### config.mk
export PLATFORM = sky130hd
export DESIGN_NAME = rtc_cell
export DESIGN_NICKNAME = d
export VERILOG_FILES = /design/src/rtl/rtc_pkg.sv /design/src/rtl/rtc_cell.sv
export SDC_FILE = /design/constraint.sdc
export NUM_CORES = 1
export LEC_CHECK = 0
export ABC_CLOCK_PERIOD_IN_PS = 7950
export BUFFER_PORTS_ARGS = -buffer_cell sky130_fd_sc_hd__buf_4
export CAP_MARGIN = 20
export CORE_MARGIN = 5
export CORE_UTILIZATION = 45
export DETAILED_ROUTE_END_ITERATION = 10
export GPL_TIMING_DRIVEN = 0
export PLACE_DENSITY = 0.83
export SYNTH_ARGS = -nofsm -noshare
export SYNTH_HDL_FRONTEND = slang
export SYNTH_SLANG_ARGS = --single-unit
export TNS_END_PERCENT = 1
### constraint.sdc
create_clock -name clk -period 7.95 [get_ports clk]
set_clock_uncertainty 0.1 [all_clocks]
set_input_delay 0.795 -clock clk [delete_from_list [all_inputs] [get_ports clk]]
set_output_delay 0.795 -clock clk [all_outputs]
set_load 0.02 [all_outputs]
### src/rtl/rtc_pkg.sv
// Shared types, sizes and command codes for the range table match counter.
`timescale 1ns / 1ps
`default_nettype none
package rtc_pkg;

  localparam int MAX_INTERVALS = 256;
  localparam int VAL_W         = 48;
  localparam int HIT_W         = 32;
  localparam int CMD_W         = 2;
  localparam int IDX_W         = (MAX_INTERVALS > 1) ? $clog2(MAX_INTERVALS) : 1;
  localparam int CNT_W         = $clog2(MAX_INTERVALS + 1);

  localparam logic [CMD_W-1:0] CMD_CLEAR = 2'd0;
  localparam logic [CMD_W-1:0] CMD_LOAD  = 2'd1;
  localparam logic [CMD_W-1:0] CMD_QUERY = 2'd2;

  typedef logic [VAL_W-1:0] val_t;
  typedef logic [IDX_W-1:0] idx_t;
  typedef logic [CNT_W-1:0] cnt_t;
  typedef logic [HIT_W-1:0] hit_cnt_t;

  localparam cnt_t     CNT_FULL = cnt_t'(MAX_INTERVALS);
  localparam hit_cnt_t HIT_MAX  = '1;

  typedef struct packed {
    logic             valid;
    logic [CMD_W-1:0] cmd;
    logic             wr;
    logic             drop;
    cnt_t             used;
    val_t             key;
    val_t             hi;
    logic             hit;
  } beat_t;

endpackage
`default_nettype wire

### src/rtl/rtc_cell.sv
// One table cell: holds one interval, matches a passing query and forwards the beat.
`timescale 1ns / 1ps
`default_nettype none
module rtc_cell
  import rtc_pkg::*;
(
  input  wire logic  clk,
  input  wire logic  rst_n,
  input  wire idx_t  cell_idx,
  input  wire beat_t beat_in,
  output beat_t      beat_out
);

  val_t  lo_r;
  val_t  hi_r;
  beat_t beat_r;
  beat_t beat_nxt;
  logic  capture;
  logic  live;
  logic  match;

  always_comb begin
    capture = beat_in.valid && beat_in.wr && (beat_in.used[IDX_W-1:0] == cell_idx);
    live    = cnt_t'(cell_idx) < beat_in.used;
    match   = beat_in.valid && (beat_in.cmd == CMD_QUERY) && live &&
              (lo_r <= beat_in.key) && (beat_in.key <= hi_r);
    beat_nxt     = beat_in;
    beat_nxt.hit = beat_in.hit | match;
  end

  always_ff @(posedge clk) begin
    if (capture) begin
      lo_r <= beat_in.key;
      hi_r <= beat_in.hi;
    end
  end

  always_ff @(posedge clk) begin
    if (!rst_n) begin
      beat_r.valid <= 1'b0;
    end else begin
      beat_r.valid <= beat_nxt.valid;
    end
    beat_r.cmd  <= beat_nxt.cmd;
    beat_r.wr   <= beat_nxt.wr;
    beat_r.drop <= beat_nxt.drop;
    beat_r.used <= beat_nxt.used;
    beat_r.key  <= beat_nxt.key;
    beat_r.hi   <= beat_nxt.hi;
    beat_r.hit  <= beat_nxt.hit;
  end

  assign beat_out = beat_r;

endmodule
`default_nettype wire

Word-level counts from Yosys, hierarchy flattened. Cells that the tools add are included.

Register bits: 207. Input bits: 121. Output and inout port bits: 111.

$lt $le $gt $ge: 3. Equal/unequal tests: 2. Bitwise gates (word level): 1. Reductions and logical operators: 6.

Operator list (number): less-or-equal comparator 48 bit (2); less-than comparator 8 x 9 -> 1 bit (1); == test 8 bit (1); logical AND 1 bit (6); == test 2 bit, second input constant (1); OR 1 bit (1).

Logic depth before layout (Yosys ltp).
Depth in word-level cells: 6. Mapped depth: 9. Depth with buffers taken out: 9.

Worst setup path before layout. OpenSTA, ideal clock, no wires.

Path type: in2reg. From: input beat_in[98] in the netlist's numbering. To: register hi_r[0], enable pin. Buffers on the path: 0. Path slack: -0.535 ns. Stages on the path: 4. Data required time: 7.181 ns. Library setup time: 0.669 ns. Arrival time: 7.716 ns. Cells stage by stage: inv_1 > ha_1 > nand4_1 > nor3_1.

Longest elaborated chain between the ends: 2.

Ends and longest elaborated chain: start: declaration (RTL line rtc_cell.sv:10) `input wire beat_t beat_in,`; == test 8 bit (RTL line rtc_cell.sv:23) `capture = beat_in.valid && beat_in.wr && (beat_in.used[IDX_W-1:0] == cell_idx);`; logical AND 1 bit (RTL line rtc_cell.sv:23); named net capture (RTL line rtc_cell.sv:18) `logic capture;`; end signal: assignment (RTL line rtc_cell.sv:34) `hi_r <= beat_in.hi;`; end: declaration (RTL line rtc_cell.sv:15) `val_t hi_r;`.

The timed path passes the listed nets, and every way through them passes these cells. A chain may end at the register's enable or synchronous reset.

Worst setup path in the final report.
From: input beat_in[99] in the netlist's numbering. To: register lo_r[46], enable pin.

Longest elaborated chain between the ends: 2.

Ends and longest elaborated chain: == test 8 bit (RTL line rtc_cell.sv:23); logical AND 1 bit (RTL line rtc_cell.sv:23); named net capture (RTL line rtc_cell.sv:18); end signal: assignment (RTL line rtc_cell.sv:33) `lo_r <= beat_in.key;`; end: declaration (RTL line rtc_cell.sv:14) `val_t lo_r;`.

The timed path passes the listed nets, and every way through them passes these cells.

==> impl_metrics.json <==
{
  "synth_seq_cells": 207,
  "grt_start_max_net_pins": 22,
  "yosys_warnings": 0,
  "root_buffer": "clkbuf_16",
  "reg2reg_from": "hi_r[45]",
  "yosysSeqAreaShare_pct": 65.5,
  "multiInputGateArea_mm2": 0.00229,
  "routed_via_density": 4.77,
  "cp.arrival_ps": 2800,
  "synth_top_area_share_pct": 37.0,
  "combPwrFrac_pct": 9.7,
  "critPathLaunchType": "primary input",
  "place.gp.congestion": 0.797,
  "cts_inserted_buffers": 21,
  "tns_ps": 0,
  "synth_most_common_cell": "dfxtp_1",
  "synth_area_leader_cell": "edfxtp_1",
  "rr_endpoint": "beat_out[0]",
  "io_pins": 232,
  "hold_violations": 0,
  "dpl.hpwl_um": 13700,
  "post_cts_buffers": 0,
  "cp-startpoint": "beat_in[99]",
  "intPower_uw": 1760,
  "postRouteAntennaNets": 0,
  "syn_area_mm2": 0.00779,
  "ir_drop_uv": 158,
  "htreeDepth": 1,
  "grt_antenna_before_repair": 1,
  "swShare_pct": 22.3,
  "dr_total_vias": 5168,
  "setup_ws_ps": 5240,
  "clock-sinks": 207,
  "die_h_um": 142,
  "clkPwrFrac_pct": 39.3,
  "postSynthAreaPerCell_um2": 13.3,
  "insertedDiodeCount": 0,
  "clk_pin_slew_ps": 60,
  "power_leakage_uw": 0.00494,
  "cts.path.max_buffers": 3,
  "fmax_ghz": 0.369,
  "finalSetupViolations": 0,
  "switchingPower_uw": 505,
  "pre_cts_slack_ps": 4660,
  "wl_per_cell_um": 15.7,
  "placementRows": 48,
  "grt_pass1_wl_um": 26900,
  "layout.nets": 1070,
  "hold_buffers": 0,
  "portBuffers": 231,
  "synth-edff-count": 96,
  "power.density_mw_per_mm2": 214,
  "fin_area_mm2": 0.0106,
  "p_seq_share_pct": 51.0,
  "route.detailed.drc": 0,
  "die_w_um": 142,
  "first_pass_iters": 4,
  "status": "completed",
  "r2r_slack_ps": 5360,
  "hold_class": "primary input to flop",
  "synth_cell_types": 41,
  "finalMaxSlewViolations": 0,
  "dieArea_mm2": 0.0200,
  "worstPathRequired_ps": 8040,
  "synthTopCellsByArea": "edfxtp_1 37%, dfxtp_1 29%, ha_1 17%",
  "reg2regPathDepth": 9,
  "final.period_utilization_pct": 34.1,
  "ys.flop_type": "dfxtp_1",
  "rsz0062_at_grt": "no",
  "drive_gt1_share_pct": 32.0,
  "grt_pass1_vias": 5424,
  "crit_path_max_fanout": 20,
  "ctsResizeCount": 0,
  "synth_cells": 586,
  "synth_commonest_cells": "111 x dfxtp_1, 106 x inv_1, 104 x ha_1",
  "gr-total-overflow": 0,
  "placed_area_mm2": 0.00994,
  "tightest_slew_ps": 948,
  "crit_end": "lo_r[46]",
  "cts_tree": "built",
  "cp-end-kind": "flop",
  "drtIter0Drc": 255,
  "core_mm2": 0.0171,
  "nFillCells": 1310,
  "seq_area_mm2": 0.00510,
  "slew_headroom_pct": 36.6,
  "syn2layout_area_growth_pct": 35.6,
  "synth_nets": 811,
  "period_needed_ps": 2710,
  "grt_usage_pct": 16.6,
  "clkLatencyLatePin_ps": 480,
  "cap_violations": 0,
  "synth-async-reset-ratio_pct": 0,
  "start_util_pct": 45.5,
  "drt-total-wl_um": 17000,
  "path_class": "primary input to flop"
}
[critical path: stages]
cell	delay [ps]
buf_4	90
inv_1	40
ha_1	290
nand4_1	170
nor3_4	820
buf_16	240
buf_8	180
buf_16	160
[flip-flops by register name (all words and copies together), names as in the netlist]
register  count
lo_r         48
beat_out    111
hi_r         48
[stage by stage]
| step | power (uW) | util [%] | instances | hold slack (ps) |
|---|---|---|---|---|
| after global placement | 1390 | 57.3 | 1042 | 800 |
| after floorplan | 1270 | - | 586 | 696 |
| final | 2260 | 61.7 | 1084 | 317 |
| after detailed placement | 1400 | 58.1 | 1047 | 802 |
| after CTS | 2290 | 61.7 | 1084 | 294 |
| after global routing | 2360 | 61.7 | 1084 | 295 |
[routing by layer]
metal,part of all wire (%),GRT usage [%],up-vias
li1,-,-,2585
met3,8.6,4.75,27
met2,52,29.7,156
met1,38,19.7,2398
met4,1.5,4.55,2
met5,0.041,0,-
[layout by cell type (no fill, tap or decap), types with 2 or more instances in the layout]
master     Yosys  routed
a211oi_1       5       5
a21boi_0       2       2
a21o_1         4       4
a21oi_1       41      41
a221oi_1       2       2
a31oi_1        2       2
and4_1         3       3
buf_16         0       4
buf_4          0     231
clkbuf_1       0       6
clkbuf_16      0      21
clkbuf_8       0       2
clkinv_2       0       6
dfxtp_1      111     111
edfxtp_1      96      96
ha_1         104     104
inv_1        106     106
inv_4          0       2
nand2_1       23      23
nand2b_1       2       2
nand3_1        9       9
nand4_1       20      20
nor2_1         9       9
nor2b_1        3       3
nor3_1         3       2
o211ai_1       3       3
o21a_1         3       3
o21ai_0       12      12
o21ai_1        3       3
or3_1          2       2
[how the worst min path moves through the flow]
stage	endpoint	slack, ps	cells past startpoint	startpoint
6_report	beat_out[106]	320	1	beat_in[106]
5_1_grt	beat_out[106]	290	1	beat_in[106]
4_1_cts	beat_out[106]	290	1	beat_in[106]
3_5_place_dp	beat_out[106]	800	1	beat_in[106]
3_3_place_gp	beat_out[106]	800	1	beat_in[106]
2_1_floorplan	beat_out[0]	700	6	lo_r[31]
[power by group through the flow]
stage	sequential [uW]	combinational, uW	clock [uW]
after floorplan	1210	52.5	0
after global placement	1170	214	0
after detailed placement	1180	222	0
after CTS	1150	223	915
after global routing	1150	241	964
final	1150	219	888
[layout make-up]
class                   count  share of cell area, %
flip-flops and latches    207                   48.3
clock inverters             8                  0.403
inverters                 107                   3.80
clock buffers              29                   5.45
multi-input cells         272                   21.7
well taps                 225                   2.67
repair buffers            236                   17.6
[cell families (layout without fill, tap and decap cells)]
logic type / after synthesis / count (layout) / share of synthesized area (%)
AND/OR/NAND/NOR: 83 / 83 / 6.02
buffers and inverters: 107 / 380 / 5.16
AO/OA/AOI/OAI: 85 / 85 / 6.57
flip-flops: 207 / 207 / 65.5
adder cells (fa/ha/maj): 104 / 104 / 16.7
Note: power is estimated with default switching activity, not from simulation.
