**src/rtl/rtc_pkg.sv**
```systemverilog
// Shared types, sizes and command codes for the range table match counter.
`timescale 1ns / 1ps
`default_nettype none
package rtc_pkg;

  localparam int MAX_INTERVALS = 256;
  localparam int VAL_W         = 48;
  localparam int HIT_W         = 32;
  localparam int CMD_W         = 2;
  localparam int IDX_W         = (MAX_INTERVALS > 1) ? $clog2(MAX_INTERVALS) : 1;
  localparam int CNT_W         = $clog2(MAX_INTERVALS + 1);

  localparam logic [CMD_W-1:0] CMD_CLEAR = 2'd0;
  localparam logic [CMD_W-1:0] CMD_LOAD  = 2'd1;
  localparam logic [CMD_W-1:0] CMD_QUERY = 2'd2;

  typedef logic [VAL_W-1:0] val_t;
  typedef logic [IDX_W-1:0] idx_t;
  typedef logic [CNT_W-1:0] cnt_t;
  typedef logic [HIT_W-1:0] hit_cnt_t;

  localparam cnt_t     CNT_FULL = cnt_t'(MAX_INTERVALS);
  localparam hit_cnt_t HIT_MAX  = '1;

  typedef struct packed {
    logic             valid;
    logic [CMD_W-1:0] cmd;
    logic             wr;
    logic             drop;
    cnt_t             used;
    val_t             key;
    val_t             hi;
    logic             hit;
  } beat_t;

endpackage
`default_nettype wire

```
**src/rtl/rtc_tail.sv**
```systemverilog
// Chain tail: saturating hit counter and registered result beat.
`timescale 1ns / 1ps
`default_nettype none
module rtc_tail
  import rtc_pkg::*;
(
  input  wire logic  clk,
  input  wire logic  rst_n,
  input  wire beat_t beat_in,
  output logic       out_valid,
  output logic       out_hit,
  output hit_cnt_t   out_hit_total,
  output logic       out_load_dropped
);

  hit_cnt_t hits_r;
  hit_cnt_t hits_nxt;
  logic     valid_r;
  logic     hit_r;
  logic     drop_r;
  logic     q_hit;

  always_comb begin
    q_hit    = beat_in.valid && (beat_in.cmd == CMD_QUERY) && beat_in.hit;
    hits_nxt = hits_r;
    if (beat_in.valid && (beat_in.cmd == CMD_CLEAR)) begin
      hits_nxt = '0;
    end else if (q_hit && (hits_r != HIT_MAX)) begin
      hits_nxt = hits_r + hit_cnt_t'(1);
    end
  end

  always_ff @(posedge clk) begin
    if (!rst_n) begin
      hits_r  <= '0;
      valid_r <= 1'b0;
    end else begin
      hits_r  <= hits_nxt;
      valid_r <= beat_in.valid;
    end
  end

  always_ff @(posedge clk) begin
    hit_r  <= q_hit;
    drop_r <= beat_in.drop;
  end

  assign out_valid        = valid_r;
  assign out_hit          = hit_r;
  assign out_hit_total    = hits_r;
  assign out_load_dropped = drop_r;

endmodule
`default_nettype wire

```
**config.mk**
```make
export PLATFORM = sky130hd
export DESIGN_NAME = rtc_tail
export DESIGN_NICKNAME = d
export VERILOG_FILES = /design/src/rtl/rtc_pkg.sv /design/src/rtl/rtc_tail.sv
export SDC_FILE = /design/constraint.sdc
export NUM_CORES = 1
export LEC_CHECK = 0
export BUFFER_PORTS_ARGS = -buffer_cell sky130_fd_sc_hd__clkbuf_2
export CAP_MARGIN = 40
export CORE_UTILIZATION = 39
export CTS_BUF_LIST = sky130_fd_sc_hd__clkbuf_4 sky130_fd_sc_hd__clkbuf_8
export CTS_CLUSTER_DIAMETER = 40
export DETAILED_ROUTE_END_ITERATION = 8
export PLACE_DENSITY = 0.89
export RECOVER_POWER = 100
export SLEW_MARGIN = 5
export SYNTH_ARGS = -nofsm -noshare
export SYNTH_HDL_FRONTEND = slang
export SYNTH_SLANG_ARGS = --single-unit
```
**constraint.sdc**
```tcl
create_clock -name clk -period 2.7 [get_ports clk]
set_clock_uncertainty 0.2 [all_clocks]
set_input_delay 0.405 -clock clk [delete_from_list [all_inputs] [get_ports clk]]
set_output_delay 0.405 -clock clk [all_outputs]
set_load 0.01 [all_outputs]
```
Yosys cells after proc, flatten, opt, wreduce, memory -nomap -nowiden
Cells that the tools add are included.
{"block": "word_totals", "inputBits": 113, "register_bits": 35, "word_cells": 14}
{"block": "classes", "n_reduce_logical": 6, "addsub": 1, "bitwise_logic": 1, "eq_ne": 2}
{"op": "$add A32 B1 Y32 const B", "n": 1}
{"op": "$ne A32 B32 Y1 const B", "n": 1}
{"op": "$logic_and A1 B1 Y1", "n": 4}
{"op": "$eq A2 B2 Y1 const B", "n": 1}
{"op": "$logic_not A2 Y1", "n": 1}
{"op": "$reduce_or A2 Y1", "n": 1}
{"op": "$not A1 Y1", "n": 1}

Longest topological paths before layout
{"block": "depth", "ltp_word": 4, "depth_mapped": 8, "mapped_depth_nobuf": 6}

Worst setup path after synthesis
No wires, ideal clock.
{"block": "synth_path", "path_kind": "reg2reg", "startpoint": "register hits_r[0], in the netlist out_hit_total[0]", "endpoint": "register hits_r[29], in the netlist out_hit_total[29]", "t_arrival_ns": 2.042, "setup_time_ns": 0.071, "slack_ns": 0.388, "t_required_ns": 2.429, "n_path_buf": 1, "path_stages_with_launch": 8, "period_less_slack_ns": 2.312, "cell_sequence": "dfxtp_1 > ha_1 > and4_1 > and4_4 > buf_6 > a2111o_1 > or3_1 > a21oi_1"}
{"block": "synth_via", "elab_chain_cells": 2}
{"item": "start: declaration", "line": "rtc_tail.sv:16", "source": "hit_cnt_t hits_r;"}
{"item": "start signal: assignment", "line": "rtc_tail.sv:38", "source": "hits_r <= hits_nxt;"}
{"item": "branches (longest 2 deep; another with $add A32 B1 Y32)"}
Parallel ways; which one is timed is not known.
A chain may end at the register's enable or synchronous reset.

Worst setup path after layout
{"block": "layout_path", "startpoint": "register hits_r[0], in the netlist out_hit_total[0]", "endpoint": "register hits_r[9], in the netlist out_hit_total[9]"}
The elaborated chain is that of the path after synthesis.

==> impl_results.md <==
- Status: finished, final reports clean
- P per Cell Area: between 400 and 500 nW/um^2
- Crit start category: flip-flop
- Post-synth EDFFs: 0
- Final setup vio count: 0
- Fin. Hold Viols: 0
- GPL Wtd Cong: 0.7694
- Vias per cell: 5.839
- CP arrival: 2.55 ns
- Syn Area/Cell: 8.771 sq um
- Yosys warns: 0
- DR iter-0 viols: 77
- Clk sinks: 35
- Mapped Cells: 199
- IO buf count: 41
- Max_cap viols: 0
- Total gr overflow: 0
- DRT Pass-1 Iters: 4
- Adder-cell share of the synthesized area: 0.7168%
- Clock tree buffer depth: 2
- Setup_tns: 0 ns
- Largest net degree at the start of global routing: 20
- Actual slew at the worst max-slew pin: 0.7078 ns
- First-pass GRT wire length: 6851 microns
- Worst min path class: in -> reg
- Place WS: 0.2187 ns
- Final period utilization: 93.36%
- Synth-to-Final Area Change: 16.92%
- Syn Std Cell Area: 1745 sq um
- Initial antenna violation count: 0
- RSZ-0062 raised after global routing: no
- RR Startpoint: out_hit_total[0]
- Relative slew slack: 52.81%
- H-tree depth: 2
- Vias after detailed routing: 1705
- Final nets: 355
- Synth unique cells: between 40 and 50
- Achievable Freq: a little under 400 MHz
- Worst Path Max Fanout: 19
- # placed instances: 283
- Core area: 4144 sq um
- Crit path kind: reg -> reg
- Reg clk slew, reported paths: roughly 0.07 ns
- FF+latch count, synth: 35
- Mux cell area share after synthesis: 0.5735%
- CTS tree: done
- Power Total: 0.9431 mW
- Die footprint: 4747 sq um
- Max IR drop VDD: 0.3694 mV
- Fin crit period: 2.521 ns
- Residual DRC: 0
- Hold path depth: 2
- Hold worst-path end: out_valid
- Dpl cell area: 1992 sq um
- Leakage: 0.6364 nW
- Cell row count: 23
- Synth Area in XOR/XNOR: roughly 7.5%
- Ys async rst share: 0%
- Ys flop type: dfxtp_1
- Synth Area in Simple Gates: 28.53%
- Final HPWL DP: 3061 microns
- Layout cells sized above 1: a little under an eighth
- R2R cell count: 6
- Die Ht: 68.90 microns
- Fin cells: about 290
- DRT antenna net count: 0
- Total Routing Usage GR: a little under 20%
- Post-synthesis sequential area ratio: between 40% and 50%
- Initial Util: between 40% and 50%
- Setup bufs post-CTS: 0
- CP required: 2.73 ns
- Post-synthesis compound-gate area fraction: between 10% and 20%
- Fin area: 2041 sq um
- # diodes: 0
- R2R Path End: out_hit_total[9]
- Final worst slack: 0.1793 ns
- Internal reg-to-reg setup slack: 0.18 ns
- Root Buffer: clkbuf_8
- WL per Instance: 14.66 microns
- Largest family of logic cells by synthesized area: simple AND/OR/NAND/NOR gates
- Critical Path End Type: flip-flop
- Synthesized Nets: about 310
- Vias in the first global route: about 1500
- Max-slew violations: 0
- Top Ports: about 150
- Die Wd: 68.90 microns
- Total clock buffers created by CTS: 5
- Hold_sp: beat_in[110]
- Clk_lat worst skew: 0.30 ns
- Final WL: 4281 microns
metrics by stage:
stage               util, %  hold WS (ns)
floorplan                 -        0.2327
global placement      48.07        0.2723
detailed placement    48.07        0.2829
CTS                   50.45        0.1480
global route          49.25        0.1908
finish                49.25        0.1569
registers in the layout, indices dropped and copies added, names as in the netlist:
| signal | cells |
|---|---|
| out_hit | 1 |
| out_hit_total | 32 |
| out_load_dropped | 1 |
| out_valid | 1 |
area by class of cell:
| type | count | area, sq um |
|---|---|---|
| Multi-Input combinational cell | 148 | 964.7 |
| Timing Repair Buffer | 47 | 209.0 |
| Tap cell | 50 | 62.56 |
| Clock buffer | 6 | 76.32 |
| Sequential cell | 35 | 700.7 |
| Inverter | 4 | 15.01 |
| Clock inverter | 2 | 12.51 |
| Fill cell | 443 | 2103 |
synthesized netlist by cell type (all sizes together), types with 4 or more instances:
| master | number | area share [%] |
|---|---|---|
| dfxtp | 35 | 40 |
| o21ai | 6 | 1.7 |
| and4 | 7 | 3.9 |
| a211oi | 8 | 3.4 |
| nand3 | 10 | 2.9 |
| buf | 7 | 2.9 |
| nand4 | 11 | 3.9 |
| a21oi | 13 | 3.7 |
| xnor2 | 12 | 6.0 |
| nor2 | 19 | 4.1 |
| inv | 4 | 0.86 |
| clkbuf | 5 | 1.1 |
| or3 | 6 | 2.2 |
| o31ai | 6 | 2.6 |
| nand2 | 13 | 3.2 |
| or4 | 9 | 4.1 |
power by group:
part / internal [mW] / switching [mW] / total [mW]
Sequential: 0.518 / 0.00121 / 0.520
Clock: 0.190 / 0.201 / 0.391
Combinational: 0.0112 / 0.0209 / 0.0321
Total: 0.720 / 0.223 / 0.943
cell usage in the layout (no fill, tap or decap), types with 2 or more instances in the layout:
cell type / count
clkbuf_1: 35
a21oi_1: 13
o211ai_1: 2
dfxtp_1: 35
clkbuf_2: 6
clkbuf_8: 5
and4_4: 2
nand3_1: 10
and3_1: 2
or4_1: 8
a211oi_1: 8
nand4_1: 11
o31ai_1: 6
xor2_1: 3
nand4b_1: 3
nand2_1: 12
buf_4: 5
inv_1: 4
o21a_1: 3
a2111oi_0: 3
o21ai_0: 5
nor2_1: 19
or3_1: 5
xnor2_1: 12
and4_1: 4
metal layers:
metal	wire (microns)	global-route usage, %	vias to the layer above
li1	-	-	835
met1	2030	26.85	803
met2	1834	27.18	56
met3	332	7.072	11
met4	84	9.184	0
met5	0	0	-
how the worst max path moves through the flow:
| stage | startpoint | endpoint | slack [ns] | depth (start not counted) |
|---|---|---|---|---|
| after floorplan | out_hit_total[0] | out_hit_total[29] | 0.39 | 7 |
| after global placement | out_hit_total[0] | out_hit_total[31] | 0.29 | 6 |
| after detailed placement | out_hit_total[0] | out_hit_total[9] | 0.22 | 6 |
| after CTS | out_hit_total[0] | out_hit_total[9] | 0.20 | 6 |
| after global routing | out_hit_total[0] | out_hit_total[9] | 0.08 | 6 |
| final | out_hit_total[0] | out_hit_total[9] | 0.18 | 6 |
cells by family after synthesis:
family | Yosys count
AO/OA/AOI/OAI | 46
XOR/XNOR | 15
buffers and inverters | 16
AND/OR/NAND/NOR | 85
multiplexers | 1
adder cells (fa/ha/maj) | 1
flip-flops | 35
worst max-delay path, cell delays in order, from the launching register on:
cell,delay [ns]
dfxtp_1,0.36
ha_1,0.24
and4_1,0.24
and4_4,0.26
a21o_1,0.40
or4_1,0.59
a21oi_1,0.17
timing repair:
item                                   4_1_cts  5_1_grt
endpoints found under the hold margin        1        0
hold buffers                                 1        0
gates resized for setup                      0        0
(Power assumes the default switching activity.)
